--- src/design/step_lobe_peak_tracker_macros.svh ---
// assertion macros shared by the step lobe peak tracker modules
`ifndef STEP_LOBE_PEAK_TRACKER_MACROS_SVH
`define STEP_LOBE_PEAK_TRACKER_MACROS_SVH

// condition holds at every clock edge out of reset
`define SLPT_ASSERT_ALWAYS(label, clk, rst_n, cond, msg) \
  label: assert property (@(posedge clk) disable iff (!rst_n) (cond)) else $error(msg);

// consequent holds in the same cycle as the antecedent
`define SLPT_ASSERT_IMPLY(label, clk, rst_n, ante, cons, msg) \
  label: assert property (@(posedge clk) disable iff (!rst_n) (ante) |-> (cons)) else $error(msg);

// consequent holds in the cycle after the antecedent
`define SLPT_ASSERT_NEXT(label, clk, rst_n, ante, cons, msg) \
  label: assert property (@(posedge clk) disable iff (!rst_n) (ante) |=> (cons)) else $error(msg);

`endif

--- src/design/slpt_pkg.sv ---
// shared types and constants of the step lobe peak tracker
package slpt_pkg;

  // parameter defaults
  localparam int MAX_WINDOW_DEF  = 64;
  localparam int SAMPLE_BITS_DEF = 16;
  localparam int TIME_BITS_DEF   = 32;

  // fixed field widths
  localparam int CFG_ADDR_BITS = 5;
  localparam int CFG_DATA_BITS = 32;
  localparam int REG_IDX_BITS  = 3;
  localparam int WIN_CFG_BITS  = 7;
  localparam int GAP_BITS      = 16;
  localparam int AMP_BITS      = 16;
  localparam int SEG_OUT_BITS  = 32;
  localparam int FUNC_BITS     = 2;

  // func codes
  localparam logic [FUNC_BITS-1:0] FUNC_FEED    = 2'd0;
  localparam logic [FUNC_BITS-1:0] FUNC_CLR_SEG = 2'd1;
  localparam logic [FUNC_BITS-1:0] FUNC_CLR_ALL = 2'd2;

  // register indexes
  localparam logic [REG_IDX_BITS-1:0] REG_UP_THR   = 3'd0;
  localparam logic [REG_IDX_BITS-1:0] REG_DOWN_THR = 3'd1;
  localparam logic [REG_IDX_BITS-1:0] REG_MIN_GAP  = 3'd2;
  localparam logic [REG_IDX_BITS-1:0] REG_MIN_AMP  = 3'd3;
  localparam logic [REG_IDX_BITS-1:0] REG_WINDOW   = 3'd4;

  // register reset values
  localparam int UP_THR_RST   = 256;
  localparam int DOWN_THR_RST = -256;
  localparam int MIN_GAP_RST  = 200;
  localparam int MIN_AMP_RST  = 512;
  localparam int WINDOW_RST   = 5;

  typedef enum logic [7:0] {
    S_IDLE  = 8'b0000_0001,
    S_FEED  = 8'b0000_0010,
    S_DIVL  = 8'b0000_0100,
    S_LEAK  = 8'b0000_1000,
    S_LOADZ = 8'b0001_0000,
    S_DIVZ  = 8'b0010_0000,
    S_LOBE  = 8'b0100_0000,
    S_OUT   = 8'b1000_0000
  } state_t;

  typedef struct packed {
    logic capture;    // latch sample and timestamp
    logic clr_seg;    // clear segment state
    logic clr_all;    // clear all state
    logic upd_fill;   // sum += x while window fills
    logic div_load;   // start a division of the sum
    logic div_sel_z;  // divisor: 1 output divisor, 0 window
    logic div_step;   // advance the divider
    logic upd_leak;   // sum += x - sum/window
    logic lobe;       // commit smoothed value and lobe tracking
    logic out_load;   // load the output word
  } cmd_t;

  typedef struct packed {
    logic fill;       // fewer samples than the window so far
    logic div_last;   // divider is on its last step
  } sts_t;

endpackage

--- src/design/slpt_div.sv ---
// serial signed divider, two quotient bits per cycle while step is high, truncates toward zero
module slpt_div #(
  parameter int NUM_BITS = 24,
  parameter int DEN_BITS = 7
) (
  input  logic                       clk,
  input  logic                       rst_n,
  input  logic                       load,
  input  logic                       step,
  input  logic signed [NUM_BITS-1:0] num,
  input  logic        [DEN_BITS-1:0] den,
  output logic                       last,
  output logic signed [NUM_BITS:0]   quo
);

  localparam int DIV_BITS = NUM_BITS + (NUM_BITS % 2);
  localparam int STEPS    = DIV_BITS / 2;
  localparam int CNT_BITS = (STEPS > 1) ? $clog2(STEPS) : 1;

  logic [DIV_BITS-1:0] acc_r, acc_nxt;
  logic [DEN_BITS-1:0] rem_r, rem_nxt;
  logic [DEN_BITS-1:0] den_r, den_nxt;
  logic                neg_r, neg_nxt;
  logic [CNT_BITS-1:0] cnt_r, cnt_nxt;
  logic [NUM_BITS:0]   qm;

  always_comb begin
    logic [DEN_BITS:0]   rem_sh;
    logic [NUM_BITS-1:0] mag;
    acc_nxt = acc_r;
    rem_nxt = rem_r;
    den_nxt = den_r;
    neg_nxt = neg_r;
    cnt_nxt = cnt_r;
    rem_sh  = '0;
    mag     = num[NUM_BITS-1] ? NUM_BITS'(-num) : NUM_BITS'(num);
    if (load) begin
      acc_nxt = DIV_BITS'(mag);
      rem_nxt = '0;
      den_nxt = den;
      neg_nxt = num[NUM_BITS-1];
      cnt_nxt = '0;
    end else if (step) begin
      for (int i = 0; i < 2; i++) begin
        rem_sh  = {rem_nxt, acc_nxt[DIV_BITS-1]};
        acc_nxt = {acc_nxt[DIV_BITS-2:0], 1'b0};
        if (rem_sh >= {1'b0, den_r}) begin
          rem_sh     = rem_sh - {1'b0, den_r};
          acc_nxt[0] = 1'b1;
        end
        rem_nxt = rem_sh[DEN_BITS-1:0];
      end
      cnt_nxt = cnt_r + CNT_BITS'(1);
    end
  end

  always_ff @(posedge clk) begin
    if (!rst_n) begin
      cnt_r <= '0;
    end else begin
      cnt_r <= cnt_nxt;
    end
  end

  always_ff @(posedge clk) begin
    acc_r <= acc_nxt;
    rem_r <= rem_nxt;
    den_r <= den_nxt;
    neg_r <= neg_nxt;
  end

  assign last = (cnt_r == CNT_BITS'(STEPS - 1));
  assign qm   = (NUM_BITS + 1)'(acc_r);
  assign quo  = neg_r ? -$signed(qm) : $signed(qm);

endmodule

--- src/design/slpt_dp.sv ---
// datapath: moving average, lobe tracking, step check and output word
`include "step_lobe_peak_tracker_macros.svh"
module slpt_dp #(
  parameter int MAX_WINDOW  = slpt_pkg::MAX_WINDOW_DEF,
  parameter int SAMPLE_BITS = slpt_pkg::SAMPLE_BITS_DEF,
  parameter int TIME_BITS   = slpt_pkg::TIME_BITS_DEF,
  parameter int THR_BITS    = 16
) (
  input  logic                                 clk,
  input  logic                                 rst_n,
  input  slpt_pkg::cmd_t                       cmd,
  output slpt_pkg::sts_t                       sts,
  input  logic signed [SAMPLE_BITS-1:0]        accel_z,
  input  logic        [TIME_BITS-1:0]          time_ms,
  input  logic signed [THR_BITS-1:0]           up_thr,
  input  logic signed [THR_BITS-1:0]           down_thr,
  input  logic [slpt_pkg::GAP_BITS-1:0]        min_gap,
  input  logic [slpt_pkg::AMP_BITS-1:0]        min_amp,
  input  logic [slpt_pkg::WIN_CFG_BITS-1:0]    window,
  output logic signed [SAMPLE_BITS-1:0]        smoothed_z,
  output logic                                 step_valid,
  output logic                                 in_up_lobe,
  output logic                                 in_down_lobe,
  output logic [slpt_pkg::SEG_OUT_BITS-1:0]    segment_start_ms,
  output logic                                 segment_started
);

  localparam int SUM_BITS = SAMPLE_BITS + 8;
  localparam int EW       = SUM_BITS + 2;
  localparam int ZW       = SUM_BITS + 1;
  localparam int WIN_BITS = $clog2(MAX_WINDOW + 1);
  localparam int CW       = (WIN_BITS > slpt_pkg::WIN_CFG_BITS) ? WIN_BITS
                                                                 : slpt_pkg::WIN_CFG_BITS;
  localparam int AW       = (SAMPLE_BITS + 2 > slpt_pkg::AMP_BITS + 2) ? SAMPLE_BITS + 2
                                                                       : slpt_pkg::AMP_BITS + 2;
  localparam int GW       = (TIME_BITS > slpt_pkg::GAP_BITS) ? TIME_BITS : slpt_pkg::GAP_BITS;
  localparam int TW       = (TIME_BITS > slpt_pkg::SEG_OUT_BITS) ? TIME_BITS
                                                                  : slpt_pkg::SEG_OUT_BITS;

  localparam longint SUM_HI_L = (longint'(1) << (SUM_BITS - 1)) - 1;
  localparam longint SUM_LO_L = -SUM_HI_L - 1;
  localparam longint Z_HI_L   = (longint'(1) << (SAMPLE_BITS - 1)) - 1;
  localparam longint Z_LO_L   = -Z_HI_L - 1;

  localparam logic signed [EW-1:0]          SUM_HI = EW'(SUM_HI_L);
  localparam logic signed [EW-1:0]          SUM_LO = EW'(SUM_LO_L);
  localparam logic signed [ZW-1:0]          Z_HI   = ZW'(Z_HI_L);
  localparam logic signed [ZW-1:0]          Z_LO   = ZW'(Z_LO_L);
  localparam logic signed [SAMPLE_BITS-1:0] MAX_RST = SAMPLE_BITS'(Z_LO_L);
  localparam logic signed [SAMPLE_BITS-1:0] MIN_RST = SAMPLE_BITS'(Z_HI_L);

  // captured item
  logic signed [SAMPLE_BITS-1:0] x_r;
  logic        [TIME_BITS-1:0]   t_r;

  // average state
  logic signed [SUM_BITS-1:0]    sum_r, sum_nxt;
  logic        [WIN_BITS-1:0]    cnt_r, cnt_nxt;
  logic signed [SAMPLE_BITS-1:0] last_r, last_nxt;

  // segment state
  logic                          up_lobe_r, up_lobe_nxt;
  logic                          down_lobe_r, down_lobe_nxt;
  logic signed [SAMPLE_BITS-1:0] max_r, max_nxt;
  logic signed [SAMPLE_BITS-1:0] min_r, min_nxt;
  logic        [TIME_BITS-1:0]   up_time_r, up_time_nxt;
  logic        [TIME_BITS-1:0]   down_time_r, down_time_nxt;
  logic        [TIME_BITS-1:0]   start_time_r, start_time_nxt;
  logic                          up_seen_r, up_seen_nxt;
  logic                          down_seen_r, down_seen_nxt;
  logic                          start_seen_r, start_seen_nxt;

  // output word
  logic signed [SAMPLE_BITS-1:0]         smoothed_r;
  logic                                  step_r;
  logic                                  out_up_r;
  logic                                  out_down_r;
  logic [slpt_pkg::SEG_OUT_BITS-1:0]     seg_start_r;
  logic                                  seg_started_r;

  // window and divisor
  logic [CW-1:0]       win_c, weff_c, cnt_c, d_c;
  logic [WIN_BITS-1:0] den;
  logic                div_last;
  logic signed [ZW-1:0] quo;
  logic signed [SAMPLE_BITS-1:0] z;

  // step check
  logic signed [AW-1:0] amp_diff, amp_min;
  logic [TIME_BITS-1:0] gap_t;
  logic                 order_ok, amp_ok, gap_ok, step_ok;
  logic [TW-1:0]        start_ext;

  always_comb begin
    win_c = CW'(window);
    if (win_c == '0) begin
      weff_c = CW'(1);
    end else if (win_c > CW'(MAX_WINDOW)) begin
      weff_c = CW'(MAX_WINDOW);
    end else begin
      weff_c = win_c;
    end
    cnt_c = CW'(cnt_r);
    d_c   = (cnt_c < weff_c) ? cnt_c : weff_c;
    if (d_c == '0) begin
      d_c = CW'(1);
    end
    den = cmd.div_sel_z ? WIN_BITS'(d_c) : WIN_BITS'(weff_c);
  end

  assign sts.fill     = (cnt_c < weff_c);
  assign sts.div_last = div_last;

  slpt_div #(
    .NUM_BITS (SUM_BITS),
    .DEN_BITS (WIN_BITS)
  ) u_div (
    .clk   (clk),
    .rst_n (rst_n),
    .load  (cmd.div_load),
    .step  (cmd.div_step),
    .num   (sum_r),
    .den   (den),
    .last  (div_last),
    .quo   (quo)
  );

  // saturated smoothed value
  always_comb begin
    if (quo > Z_HI) begin
      z = SAMPLE_BITS'(Z_HI);
    end else if (quo < Z_LO) begin
      z = SAMPLE_BITS'(Z_LO);
    end else begin
      z = SAMPLE_BITS'(quo);
    end
  end

  always_comb begin
    logic signed [EW-1:0] s;
    s              = '0;
    sum_nxt        = sum_r;
    cnt_nxt        = cnt_r;
    last_nxt       = last_r;
    up_lobe_nxt    = up_lobe_r;
    down_lobe_nxt  = down_lobe_r;
    max_nxt        = max_r;
    min_nxt        = min_r;
    up_time_nxt    = up_time_r;
    down_time_nxt  = down_time_r;
    start_time_nxt = start_time_r;
    up_seen_nxt    = up_seen_r;
    down_seen_nxt  = down_seen_r;
    start_seen_nxt = start_seen_r;

    if (cmd.upd_fill || cmd.upd_leak) begin
      s = EW'(sum_r) + EW'(x_r);
      if (cmd.upd_leak) begin
        s = s - EW'(quo);
      end
      if (s > SUM_HI) begin
        sum_nxt = SUM_BITS'(SUM_HI);
      end else if (s < SUM_LO) begin
        sum_nxt = SUM_BITS'(SUM_LO);
      end else begin
        sum_nxt = SUM_BITS'(s);
      end
      if (cmd.upd_fill) begin
        cnt_nxt = cnt_r + WIN_BITS'(1);
      end
    end

    if (cmd.lobe) begin
      last_nxt = z;
      // upward crossing first, then downward
      if (!up_lobe_nxt && (z > up_thr)) begin
        up_lobe_nxt   = 1'b1;
        down_lobe_nxt = 1'b0;
        if (z > max_nxt) begin
          max_nxt = z;
        end
        up_time_nxt = t_r;
        up_seen_nxt = 1'b1;
        if (!start_seen_nxt) begin
          start_time_nxt = t_r;
          start_seen_nxt = 1'b1;
        end
      end else if (up_lobe_nxt) begin
        if (z > max_nxt) begin
          max_nxt = z;
        end
      end
      if (!down_lobe_nxt && (z < down_thr)) begin
        down_lobe_nxt = 1'b1;
        up_lobe_nxt   = 1'b0;
        if (z < min_nxt) begin
          min_nxt = z;
        end
        down_time_nxt = t_r;
        down_seen_nxt = 1'b1;
      end else if (down_lobe_nxt) begin
        if (z < min_nxt) begin
          min_nxt = z;
        end
      end
    end

    if (cmd.clr_seg || cmd.clr_all) begin
      up_lobe_nxt    = 1'b0;
      down_lobe_nxt  = 1'b0;
      max_nxt        = MAX_RST;
      min_nxt        = MIN_RST;
      up_time_nxt    = '0;
      down_time_nxt  = '0;
      start_time_nxt = '0;
      up_seen_nxt    = 1'b0;
      down_seen_nxt  = 1'b0;
      start_seen_nxt = 1'b0;
    end
    if (cmd.clr_all) begin
      sum_nxt  = '0;
      cnt_nxt  = '0;
      last_nxt = '0;
    end
  end

  // step check over the current state
  always_comb begin
    amp_diff = AW'(max_r) - AW'(min_r);
    amp_min  = $signed(AW'(min_amp));
    gap_t    = down_time_r - up_time_r;
    order_ok = (down_time_r >= up_time_r);
    amp_ok   = (amp_diff >= amp_min);
    gap_ok   = order_ok && (GW'(gap_t) >= GW'(min_gap));
    step_ok  = up_seen_r && down_seen_r && order_ok && amp_ok && gap_ok;
  end

  assign start_ext = TW'(start_time_r);

  always_ff @(posedge clk) begin
    if (!rst_n) begin
      sum_r        <= '0;
      cnt_r        <= '0;
      last_r       <= '0;
      up_lobe_r    <= 1'b0;
      down_lobe_r  <= 1'b0;
      max_r        <= MAX_RST;
      min_r        <= MIN_RST;
      up_time_r    <= '0;
      down_time_r  <= '0;
      start_time_r <= '0;
      up_seen_r    <= 1'b0;
      down_seen_r  <= 1'b0;
      start_seen_r <= 1'b0;
    end else begin
      sum_r        <= sum_nxt;
      cnt_r        <= cnt_nxt;
      last_r       <= last_nxt;
      up_lobe_r    <= up_lobe_nxt;
      down_lobe_r  <= down_lobe_nxt;
      max_r        <= max_nxt;
      min_r        <= min_nxt;
      up_time_r    <= up_time_nxt;
      down_time_r  <= down_time_nxt;
      start_time_r <= start_time_nxt;
      up_seen_r    <= up_seen_nxt;
      down_seen_r  <= down_seen_nxt;
      start_seen_r <= start_seen_nxt;
    end
  end

  always_ff @(posedge clk) begin
    if (cmd.capture) begin
      x_r <= accel_z;
      t_r <= time_ms;
    end
    if (cmd.out_load) begin
      smoothed_r    <= last_r;
      step_r        <= step_ok;
      out_up_r      <= up_lobe_r;
      out_down_r    <= down_lobe_r;
      seg_start_r   <= start_seen_r ? start_ext[slpt_pkg::SEG_OUT_BITS-1:0] : '0;
      seg_started_r <= start_seen_r;
    end
  end

  assign smoothed_z       = smoothed_r;
  assign step_valid       = step_r;
  assign in_up_lobe       = out_up_r;
  assign in_down_lobe     = out_down_r;
  assign segment_start_ms = seg_start_r;
  assign segment_started  = seg_started_r;

  `SLPT_ASSERT_ALWAYS(a_lobe_excl, clk, rst_n, !(up_lobe_r && down_lobe_r), "both lobe flags set")
  `SLPT_ASSERT_IMPLY(a_den_nz, clk, rst_n, cmd.div_load, den != '0, "divider loaded with zero")

endmodule

--- src/design/slpt_ctrl.sv ---
// controller: sequences one item through the datapath and owns both handshakes
`include "step_lobe_peak_tracker_macros.svh"
module slpt_ctrl (
  input  logic                               clk,
  input  logic                               rst_n,
  input  logic                               in_valid,
  input  logic [slpt_pkg::FUNC_BITS-1:0]     in_func,
  output logic                               in_stall,
  output logic                               out_valid,
  input  logic                               out_stall,
  output slpt_pkg::cmd_t                     cmd,
  input  slpt_pkg::sts_t                     sts
);

  slpt_pkg::state_t state_r, state_nxt;
  logic             out_valid_r, out_valid_nxt;

  always_comb begin
    cmd       = '0;
    state_nxt = state_r;
    case (state_r)
      slpt_pkg::S_IDLE: begin
        if (in_valid) begin
          cmd.capture = 1'b1;
          case (in_func)
            slpt_pkg::FUNC_FEED: begin
              state_nxt = slpt_pkg::S_FEED;
            end
            slpt_pkg::FUNC_CLR_SEG: begin
              cmd.clr_seg = 1'b1;
              state_nxt   = slpt_pkg::S_OUT;
            end
            slpt_pkg::FUNC_CLR_ALL: begin
              cmd.clr_all = 1'b1;
              state_nxt   = slpt_pkg::S_OUT;
            end
            default: begin
              state_nxt = slpt_pkg::S_OUT;
            end
          endcase
        end
      end
      slpt_pkg::S_FEED: begin
        if (sts.fill) begin
          cmd.upd_fill = 1'b1;
          state_nxt    = slpt_pkg::S_LOADZ;
        end else begin
          cmd.div_load = 1'b1;
          state_nxt    = slpt_pkg::S_DIVL;
        end
      end
      slpt_pkg::S_DIVL: begin
        cmd.div_step = 1'b1;
        if (sts.div_last) begin
          state_nxt = slpt_pkg::S_LEAK;
        end
      end
      slpt_pkg::S_LEAK: begin
        cmd.upd_leak = 1'b1;
        state_nxt    = slpt_pkg::S_LOADZ;
      end
      slpt_pkg::S_LOADZ: begin
        cmd.div_load  = 1'b1;
        cmd.div_sel_z = 1'b1;
        state_nxt     = slpt_pkg::S_DIVZ;
      end
      slpt_pkg::S_DIVZ: begin
        cmd.div_step = 1'b1;
        if (sts.div_last) begin
          state_nxt = slpt_pkg::S_LOBE;
        end
      end
      slpt_pkg::S_LOBE: begin
        cmd.lobe  = 1'b1;
        state_nxt = slpt_pkg::S_OUT;
      end
      slpt_pkg::S_OUT: begin
        if (!out_valid_r || !out_stall) begin
          cmd.out_load = 1'b1;
          state_nxt    = slpt_pkg::S_IDLE;
        end
      end
      default: begin
        state_nxt = slpt_pkg::S_IDLE;
      end
    endcase
  end

  always_comb begin
    if (cmd.out_load) begin
      out_valid_nxt = 1'b1;
    end else if (!out_stall) begin
      out_valid_nxt = 1'b0;
    end else begin
      out_valid_nxt = out_valid_r;
    end
  end

  always_ff @(posedge clk) begin
    if (!rst_n) begin
      state_r     <= slpt_pkg::S_IDLE;
      out_valid_r <= 1'b0;
    end else begin
      state_r     <= state_nxt;
      out_valid_r <= out_valid_nxt;
    end
  end

  assign in_stall  = (state_r != slpt_pkg::S_IDLE);
  assign out_valid = out_valid_r;

  `SLPT_ASSERT_NEXT(a_busy_after_accept, clk, rst_n, in_valid && !in_stall, in_stall, "accepted a word without going busy")
  `SLPT_ASSERT_NEXT(a_out_after_load, clk, rst_n, cmd.out_load, out_valid, "output word loaded but not valid")
  `SLPT_ASSERT_NEXT(a_divz_to_lobe, clk, rst_n, (state_r == slpt_pkg::S_DIVZ) && sts.div_last, state_r == slpt_pkg::S_LOBE, "output division did not end in lobe update")
  `SLPT_ASSERT_ALWAYS(a_cmd_excl, clk, rst_n, $onehot0({cmd.clr_seg, cmd.clr_all, cmd.upd_fill, cmd.div_load, cmd.div_step, cmd.upd_leak, cmd.lobe, cmd.out_load}), "conflicting datapath commands")

endmodule

--- src/design/step_lobe_peak_tracker.sv ---
// step lobe peak tracker top level: register port, controller and datapath
// Usage:
//   input channel  in_valid / in_stall carries one word: in_func, in_accel_z
//   (signed Q7.8) and in_time_ms. func feed smooths a sample and tracks lobes,
//   clear segment and clear all reset that part of the state; any other code
//   leaves the state alone. Each accepted word yields exactly one result word.
//   result channel out_valid / out_stall carries smoothed value, step flag,
//   lobe flags and segment start.
//   timing: a feed word runs a shared serial divider at two quotient bits per
//   cycle. while the window fills one division is needed; once the window is
//   full the leak term needs a second division. clear words skip the divider.
//   a new word is taken the cycle after the previous result is loaded into
//   the output register.
//   stall: the output register holds one finished word; the next item can be
//   accepted and worked on while it waits, and that item then waits in the
//   last controller state until the register frees up.
//   reset (rst_n low, synchronous): all tracking state cleared, registers back
//   to defaults, output invalid. no clearing pass is needed.
//   registers via APB: write takes setup and access cycles, pready tied high.
module step_lobe_peak_tracker #(
  parameter int MAX_WINDOW  = slpt_pkg::MAX_WINDOW_DEF,
  parameter int SAMPLE_BITS = slpt_pkg::SAMPLE_BITS_DEF,
  parameter int TIME_BITS   = slpt_pkg::TIME_BITS_DEF
) (
  input  logic                                 clk,
  input  logic                                 rst_n,
  // input channel
  input  logic                                 in_valid,
  output logic                                 in_stall,
  input  logic [slpt_pkg::FUNC_BITS-1:0]       in_func,
  input  logic signed [SAMPLE_BITS-1:0]        in_accel_z,
  input  logic [TIME_BITS-1:0]                 in_time_ms,
  // result channel
  output logic                                 out_valid,
  input  logic                                 out_stall,
  output logic signed [SAMPLE_BITS-1:0]        out_smoothed_z,
  output logic                                 out_step_valid,
  output logic                                 out_in_up_lobe,
  output logic                                 out_in_down_lobe,
  output logic [slpt_pkg::SEG_OUT_BITS-1:0]    out_segment_start_ms,
  output logic                                 out_segment_started,
  // register port
  input  logic                                 psel,
  input  logic                                 penable,
  input  logic                                 pwrite,
  input  logic [slpt_pkg::CFG_ADDR_BITS-1:0]   paddr,
  input  logic [slpt_pkg::CFG_DATA_BITS-1:0]   pwdata,
  output logic [slpt_pkg::CFG_DATA_BITS-1:0]   prdata,
  output logic                                 pready
);

  // thresholds keep at least enough bits for their reset values
  localparam int THR_BITS = (SAMPLE_BITS > 10) ? SAMPLE_BITS : 10;

  logic signed [THR_BITS-1:0]              up_thr_r, up_thr_nxt;
  logic signed [THR_BITS-1:0]              down_thr_r, down_thr_nxt;
  logic [slpt_pkg::GAP_BITS-1:0]           min_gap_r, min_gap_nxt;
  logic [slpt_pkg::AMP_BITS-1:0]           min_amp_r, min_amp_nxt;
  logic [slpt_pkg::WIN_CFG_BITS-1:0]       window_r, window_nxt;

  logic                                    cfg_wr;
  logic [slpt_pkg::REG_IDX_BITS-1:0]       reg_idx;
  logic signed [THR_BITS-1:0]              thr_wdata;

  slpt_pkg::cmd_t cmd;
  slpt_pkg::sts_t sts;

  // register file
  assign pready    = 1'b1;
  assign cfg_wr    = psel && penable && pwrite && pready;
  assign reg_idx   = paddr[slpt_pkg::CFG_ADDR_BITS-1:2];
  // thresholds are sign extended from the sample width
  assign thr_wdata = THR_BITS'($signed(pwdata[SAMPLE_BITS-1:0]));

  always_comb begin
    up_thr_nxt   = up_thr_r;
    down_thr_nxt = down_thr_r;
    min_gap_nxt  = min_gap_r;
    min_amp_nxt  = min_amp_r;
    window_nxt   = window_r;
    if (cfg_wr) begin
      case (reg_idx)
        slpt_pkg::REG_UP_THR:   up_thr_nxt   = thr_wdata;
        slpt_pkg::REG_DOWN_THR: down_thr_nxt = thr_wdata;
        slpt_pkg::REG_MIN_GAP:  min_gap_nxt  = pwdata[slpt_pkg::GAP_BITS-1:0];
        slpt_pkg::REG_MIN_AMP:  min_amp_nxt  = pwdata[slpt_pkg::AMP_BITS-1:0];
        slpt_pkg::REG_WINDOW:   window_nxt   = pwdata[slpt_pkg::WIN_CFG_BITS-1:0];
        default: begin
          // writes past the register list are dropped
        end
      endcase
    end
  end

  always_ff @(posedge clk) begin
    if (!rst_n) begin
      up_thr_r   <= THR_BITS'(slpt_pkg::UP_THR_RST);
      down_thr_r <= THR_BITS'(slpt_pkg::DOWN_THR_RST);
      min_gap_r  <= slpt_pkg::GAP_BITS'(slpt_pkg::MIN_GAP_RST);
      min_amp_r  <= slpt_pkg::AMP_BITS'(slpt_pkg::MIN_AMP_RST);
      window_r   <= slpt_pkg::WIN_CFG_BITS'(slpt_pkg::WINDOW_RST);
    end else begin
      up_thr_r   <= up_thr_nxt;
      down_thr_r <= down_thr_nxt;
      min_gap_r  <= min_gap_nxt;
      min_amp_r  <= min_amp_nxt;
      window_r   <= window_nxt;
    end
  end

  // read back, thresholds sign extended
  always_comb begin
    case (reg_idx)
      slpt_pkg::REG_UP_THR:   prdata = slpt_pkg::CFG_DATA_BITS'(up_thr_r);
      slpt_pkg::REG_DOWN_THR: prdata = slpt_pkg::CFG_DATA_BITS'(down_thr_r);
      slpt_pkg::REG_MIN_GAP:  prdata = slpt_pkg::CFG_DATA_BITS'(min_gap_r);
      slpt_pkg::REG_MIN_AMP:  prdata = slpt_pkg::CFG_DATA_BITS'(min_amp_r);
      slpt_pkg::REG_WINDOW:   prdata = slpt_pkg::CFG_DATA_BITS'(window_r);
      default:                prdata = '0;
    endcase
  end

  // sequencing and handshakes
  slpt_ctrl u_ctrl (
    .clk       (clk),
    .rst_n     (rst_n),
    .in_valid  (in_valid),
    .in_func   (in_func),
    .in_stall  (in_stall),
    .out_valid (out_valid),
    .out_stall (out_stall),
    .cmd       (cmd),
    .sts       (sts)
  );

  // averaging, shared divider, lobe tracking, output word
  slpt_dp #(
    .MAX_WINDOW  (MAX_WINDOW),
    .SAMPLE_BITS (SAMPLE_BITS),
    .TIME_BITS   (TIME_BITS),
    .THR_BITS    (THR_BITS)
  ) u_dp (
    .clk              (clk),
    .rst_n            (rst_n),
    .cmd              (cmd),
    .sts              (sts),
    .accel_z          (in_accel_z),
    .time_ms          (in_time_ms),
    .up_thr           (up_thr_r),
    .down_thr         (down_thr_r),
    .min_gap          (min_gap_r),
    .min_amp          (min_amp_r),
    .window           (window_r),
    .smoothed_z       (out_smoothed_z),
    .step_valid       (out_step_valid),
    .in_up_lobe       (out_in_up_lobe),
    .in_down_lobe     (out_in_down_lobe),
    .segment_start_ms (out_segment_start_ms),
    .segment_started  (out_segment_started)
  );

endmodule

--- config.mk ---
export PLATFORM = sky130hd
export DESIGN_NAME = step_lobe_peak_tracker
export DESIGN_NICKNAME = d
export VERILOG_FILES = /design/src/design/slpt_pkg.sv /design/src/design/slpt_div.sv /design/src/design/slpt_dp.sv /design/src/design/slpt_ctrl.sv /design/src/design/step_lobe_peak_tracker.sv
export VERILOG_INCLUDE_DIRS = /design/src /design/src/design
export SDC_FILE = /design/constraint.sdc
export NUM_CORES = 1
export LEC_CHECK = 0
export BUFFER_PORTS_ARGS = -buffer_cell sky130_fd_sc_hd__clkbuf_2
export CAP_MARGIN = 5
export CORE_ASPECT_RATIO = 1.25
export CORE_UTILIZATION = 40
export CTS_CLUSTER_SIZE = 8
export DETAILED_ROUTE_END_ITERATION = 8
export GPL_ROUTABILITY_DRIVEN = 0
export GPL_TIMING_DRIVEN = 1
export PLACE_DENSITY = 0.62
export SLEW_MARGIN = 20
export SYNTH_ARGS = -nofsm -noshare
export SYNTH_HDL_FRONTEND = slang
export SYNTH_HIERARCHICAL = 1
export SYNTH_SLANG_ARGS = --single-unit
--- constraint.sdc ---
create_clock -name clk -period 5.4 [get_ports clk]
set_clock_uncertainty 0.15 [all_clocks]
set_input_delay 0.54 -clock clk [delete_from_list [all_inputs] [get_ports clk]]
set_output_delay 0.54 -clock clk [all_outputs]
set_load 0.03 [all_outputs]
### Yosys cells after proc, flatten, opt, wreduce, memory -nomap -nowiden

Cells that the tools add are included.

* $lt $le $gt $ge: 15
* $add $sub $neg: 10
* reductions and logical operators: 41
* equal/unequal tests: 21
* bitwise gates (word level): 2
* multiplexer cells: 56

Operators with widths (count)
* $pmux 32 s5: 1
* $mux 16: 8
* $mux 24: 5
* $pmux 8 s8: 1
* $mux 7: 9
* $mux 26: 2
* $mux 8: 5
* $ge 32x16->1: 1
* $ge 32x32->1: 1
* $gt 16x16->1: 2
* $lt 16x16->1: 2
* $sub 32x32->32: 1
* $gt 26x24->1 const B: 1
* $lt 26x24->1 const B: 1
* $sub 25x25->26: 1
* $add 24x16->25: 1
* $gt 25x16->1 const B: 1
* $lt 25x16->1 const B: 1
* $mux 25: 1
* $neg 24->25: 1
* $neg 24->24: 1
* $reduce_and 2->1: 11
* $mux 1: 20
* $ge 18x17->1: 1
* 38 further kinds: 66

* logic and storage cells: 177
* register bits after elaboration: 402
* bits of input ports: 94
* output and inout port bits: 87

### Logic depth before layout (Yosys ltp)

* depth after elaboration: 13
* depth in mapped cells: 24
* gate-level depth less buffers: 23

### Hierarchy

Netlist, hierarchy kept.

Modules (own cells, without submodules)
* slpt_dp: cells an instance 2067, times used 1, area each 17936.0 um^2, seq. area each 6586.3 um^2
* step_lobe_peak_tracker: cells an instance 350, times used 1, area each 3472.1 um^2, seq. area each 1421.4 um^2
* slpt_div: cells an instance 382, times used 1, area each 3429.5 um^2, seq. area each 1181.1 um^2
* slpt_ctrl: cells an instance 65, times used 1, area each 594.3 um^2, seq. area each 180.2 um^2

### Least setup slack after synthesis

No wires, ideal clock.

* kind: register to register
* start point: register u_dp.u_div.acc_r[13]
* end point: register u_dp.down_time_r[23]
* stages on the path, launching flop included: 24
* data arrival time: 5.510 ns
* library setup time: 0.128 ns
* data required time: 5.122 ns
* path buffers: 3
* period minus slack after synthesis: 5.787 ns
* path slack: -0.387 ns
* cells stage by stage: edfxtp_1 -> or4_1 -> or3_1 -> or4_4 -> o21ai_4 -> nand2_2 -> xnor2_1 -> nand2_1 -> o31ai_1 -> clkbuf_1 -> a21o_1 -> ha_1 -> a21o_1 -> a21o_1 -> a21o_1 -> a21oi_1 -> nand3b_1 -> o32a_1 -> nand2b_1 -> nand2b_1 -> buf_2 -> buf_4 -> mux2i_1 -> nor2_1

* longest elaborated chain between the ends: 12
* elaborated cells between the ends (all ways): 14
* classes of those cells: 1 x add/sub; 4 x order compare; 5 x mux; 4 x reduce/logical

Ends and longest elaborated chain
* start, declared: RTL line slpt_div.sv:20 `logic [DIV_BITS-1:0] acc_r, acc_nxt;`
* start signal, assigned: RTL line slpt_div.sv:66 `acc_r <= acc_nxt;`
* $neg 24->25 (*): RTL line slpt_div.sv:74 `assign quo = neg_r ? -$signed(qm) : $signed(qm);`
* $mux 25 (*): RTL line slpt_div.sv:74
* net u_dp.quo[22]: RTL line slpt_dp.sv:85 `logic signed [ZW-1:0] quo;`
* $lt 25x16->1: RTL line slpt_dp.sv:132 `end else if (quo < Z_LO) begin`
* $mux 16: RTL line slpt_dp.sv:132
* $mux 16 (*): RTL line slpt_dp.sv:130 `if (quo > Z_HI) begin`
* net u_dp.z[5]: RTL line slpt_dp.sv:86 `logic signed [SAMPLE_BITS-1:0] z;`
* $gt 16x16->1: RTL line slpt_dp.sv:176 `if (!up_lobe_nxt && (z > up_thr)) begin`
* $logic_and 1x1->1: RTL line slpt_dp.sv:176
* $mux 1: RTL line slpt_dp.sv:176
* $mux 1: RTL line slpt_dp.sv:173 `if (cmd.lobe) begin`
* $logic_not 1->1: RTL line slpt_dp.sv:193 `if (!down_lobe_nxt && (z < down_thr)) begin`
* $logic_and 1x1->1 (*): RTL line slpt_dp.sv:193
* $reduce_and 2->1 (no line) (*)
* end signal, assigned: RTL line slpt_dp.sv:264 `down_time_r <= down_time_nxt;`
* end, declared: RTL line slpt_dp.sv:67 `logic [TIME_BITS-1:0] down_time_r, down_time_nxt;`

The timed path passes the listed nets; every way through them passes the cells marked *. The select of a mux whose other input is x is not followed.
A chain may end at the register's enable or synchronous reset.

### Worst setup path after layout

* start point: register u_dp.u_div.acc_r[13]
* end point: register u_dp.min_r[6]

* longest elaborated chain between the ends: 13
* elaborated cells between the ends (all ways): 19
* classes of those cells: 1 x add/sub; 5 x order compare; 8 x mux; 5 x reduce/logical

Ends and longest elaborated chain
* $neg 24->25 (*): RTL line slpt_div.sv:74
* $mux 25 (*): RTL line slpt_div.sv:74
* net u_dp.quo[22]: RTL line slpt_dp.sv:85
* $lt 25x16->1: RTL line slpt_dp.sv:132
* $mux 16: RTL line slpt_dp.sv:132
* $mux 16 (*): RTL line slpt_dp.sv:130
* net u_dp.z[10]: RTL line slpt_dp.sv:86
* $gt 16x16->1: RTL line slpt_dp.sv:176
* $logic_and 1x1->1: RTL line slpt_dp.sv:176
* $mux 1: RTL line slpt_dp.sv:176
* $mux 1: RTL line slpt_dp.sv:173
* $logic_not 1->1: RTL line slpt_dp.sv:193
* $logic_and 1x1->1: RTL line slpt_dp.sv:193
* $reduce_bool 2->1 (no line)
* $reduce_and 2->1 (no line)
* end signal, assigned: RTL line slpt_dp.sv:262 `min_r <= min_nxt;`
* end, declared: RTL line slpt_dp.sv:65 `logic signed [SAMPLE_BITS-1:0] min_r, min_nxt;`

Marked as above.

==> reports/metrics.cfg <==
[worst_setup_path]
crit_family=simple AND/OR/NAND/NOR gates
crit_fanout=5
path_class=reg -> reg
path_cells=or4_4 -> or3_4 -> or4_4 -> o21ai_4 -> nand2_2 -> xnor2_4 -> buf_6 -> nor4_4 -> a31oi_4 -> buf_4 -> a21o_2 -> ha_1 -> and4_1 -> buf_4 -> or4bb_1 -> a21oi_2 -> o21bai_1 -> a221oi_4 -> buf_6 -> buf_6 -> clkbuf_16 -> nor3_4 -> a21oi_2
cp.arrival_ps=6110
path_common_cell=buf_6
slowest_stage=or4_4
regToRegStartpoint=u_dp/u_div/acc_r[13]$_DFFE_PP_
worstSetupStartpointType=flop
critPathCaptureType=flop
crit_path_start=u_dp/u_div/acc_r[13]$_DFFE_PP_
critPathBufInv=6
critPathMaxStageDelay_ps=540
crit_required_ps=5840

[synth]
ys_ff_latch=402
syn_area_um2=25400
synth_cell_types=104
synth_compound_area_frac=0.165
synth-async-reset-ratio=0
synth_edf_count=132
syn_nets=3179
syn_inst=2864
netlist_top_cells_area=dfxtp_1, edfxtp_1, ha_1
synth.most_common_cell=nand2_1
yosys_most_used_dff=dfxtp_1
yosysTopAreaCell=dfxtp_1
synth-seq-area-share=0.368
synth_mux_area_frac=0.0723
netlist_top_cells_count=nand2_1, dfxtp_1, nor2_1
synth_fa_ha_area_frac=0.110
yosysTopAreaCellShare=0.213
syn_avg_cell_area_um2=8.88
synth_simple_gate_area_share=0.176
synth-xor-area-share=0.0448
synth_top_family_by_area=simple AND/OR/NAND/NOR gates
yosysWarnings=6

[sta]
fin_ws_ps=-268
finalSetupViolations=132
timing.slew.headroom=0.240
final-hold-violation-count=0
drv_slew=0
period_share=1.05
period_needed_ps=5670
rsz0062_at_grt=true
worst_pin_slew_ps=1140
fmax_mhz=176

[clocking]
h-tree-depth=2
clk_latency_ps=650
cts_buffers=57
clkTransAtPathRegs_ps=50
cts_num_sinks=402
clockRootBuffer=clkbuf_16
cts_buffer_depth=3
cts_tree=built

[outcome]
violations=setup timing
status=complete, but fails checks

[power_and_ir_drop]
power_density_nw_per_um2=241
p_leak_nw=13.5
irDropWorstVdd_v=0.000252

[global_route]
grt_pass1_vias=21300
grt_pass1_wl_um=115000
antenna_found_initial=0
track_usage=0.226
grt_max_degree=91
overflow=0

[die]
rows=103
core_um2=63000
die_x_um=228
die-height_um=284
ios=181
dieArea_um2=64600
start_util=0.404

[place]
dp_cells=3879
place.port_buffers=161
dp_hpwl_um=53700
dp_slack_ps=-363

[worst_hold_path]
hold_start=pwdata[9]
hold_path_class=in -> reg

[routing]
num_vias=21800
route.detailed.drc=0
ant_nets=0
wl_um=75800
wl_per_cell_um=18.5
dr.pass1.iters=6
drt-initial-drc-count=1489
vias_per_cell=5.34

[finish]
synthToLayoutAreaGrowth_pct=25.4
antenna_cells=0
fin_nets=3529
drive_gt1_frac=0.210
fin_cells=4091

[job]
max_cap_violations=0

state kept, by name, indices dropped and copies added, names as in the netlist, 24 cells and up:
| signal | count |
|---|---|
| u_dp/down_time_r | 32 |
| u_dp/segment_start_ms | 32 |
| u_dp/start_ext | 32 |
| u_dp/sum_r | 24 |
| u_dp/t_r | 32 |
| u_dp/u_div/acc_r | 24 |
| u_dp/up_time_r | 32 |
per-stage QoR:
stage	util	area (um2)	hold slack [ps]	TNS (ps)	power (mW)
floorplan	-	25500	258	0	4.01
global placement	0.443	27900	272	-27160	4.29
detailed placement	0.443	27900	271	-35790	4.29
CTS	0.492	31000	49.8	-16210	7.73
global route	0.506	31900	89.2	-53770	7.99
finish	0.506	31900	72.4	-22310	7.69
layout make-up:
type / count / area, um2
Clock buffer: 91 / 1570
Sequential cell: 402 / 9370
Clock inverter: 5 / 100
Tap cell: 840 / 1050
Timing Repair Buffer: 423 / 3510
Inverter: 240 / 930
Fill cell: 5795 / 31100
Multi-Input combinational cell: 2090 / 15400
report_power, final:
part           internal (mW)  switching, mW
logic                  0.392          0.618
registers               3.21         0.0799
clock network           1.98           1.40
worst register-to-register path: cells and delay by family, from the launching register on:
family | cells | cell delay [ps]
XOR/XNOR | 1 | 160
adder cells (fa/ha/maj) | 1 | 320
buffers and inverters | 6 | 870
flip-flops | 1 | 390
AND/OR/NAND/NOR | 8 | 2440
AO/OA/AOI/OAI | 7 | 1290
path summary, 6_finish.rpt:
path	endpoint	slack (ps)	cells after the start
worst max-delay path	u_dp/min_r[6]$_SDFFE_PP1P_	-270	23
worst min-delay path	up_thr_r[9]$_SDFFE_PN0P_	70	3
worst max register to register	u_dp/min_r[6]$_SDFFE_PP1P_	-270	23
worst min register to register	u_dp/smoothed_z[13]$_DFFE_PP_	280	0
routing by layer:
| layer | vias to the layer above | global-route usage | wire length [um] |
|---|---|---|---|
| met5 | - | 0 | 0 |
| met3 | 160 | 0.0225 | 2590 |
| met2 | 462 | 0.404 | 38700 |
| met1 | 10400 | 0.267 | 30900 |
| li1 | 10800 | - | - |
| met4 | 0 | 0.104 | 3690 |
repair_timing:
item	4_1_cts	5_1_grt
hold buffers	50	0
gates resized for setup	114	121
endpoints found under the hold margin	49	0
cloned	10	9
pin swaps	46	37
endpoints found under the setup margin	133	156
buffers inserted	33	18
cell usage in the layout (no fill, tap or decap), types with 15 or more instances in the layout:
| cell type | count |
|---|---|
| o211ai_1 | 25 |
| inv_1 | 237 |
| nand4_1 | 31 |
| clkbuf_16 | 63 |
| a21o_1 | 49 |
| dlygate4sd3_1 | 50 |
| a22oi_1 | 15 |
| buf_6 | 25 |
| a21oi_1 | 155 |
| clkbuf_1 | 32 |
| mux2i_1 | 131 |
| xnor2_1 | 85 |
| buf_4 | 153 |
| ha_1 | 206 |
| xor2_1 | 42 |
| buf_12 | 17 |
| mux2_2 | 21 |
| edfxtp_1 | 132 |
| nand4b_1 | 15 |
| o21a_1 | 30 |
| nor3_1 | 34 |
| nor2_1 | 241 |
| a211oi_1 | 38 |
| clkbuf_2 | 160 |
| dfxtp_1 | 269 |
| nand2_2 | 30 |
| and2_1 | 48 |
| nand3_1 | 27 |
| nor4_1 | 15 |
| nand2_1 | 304 |
| a21oi_2 | 46 |
| o31ai_1 | 16 |
| nor2b_1 | 24 |
| o21ai_0 | 109 |
| nand2b_1 | 26 |
logic make-up (layout without fill, tap and decap cells):
family | count (synthesis) | count (layout)
xor+xnor | 130 | 130
compound gates | 641 | 643
fa+ha+maj | 221 | 221
mux | 170 | 170
other cells | 1 | 1
buf+inv | 374 | 759
simple gates | 925 | 925
flops | 402 | 402
Power figures use the tool's default switching activity.
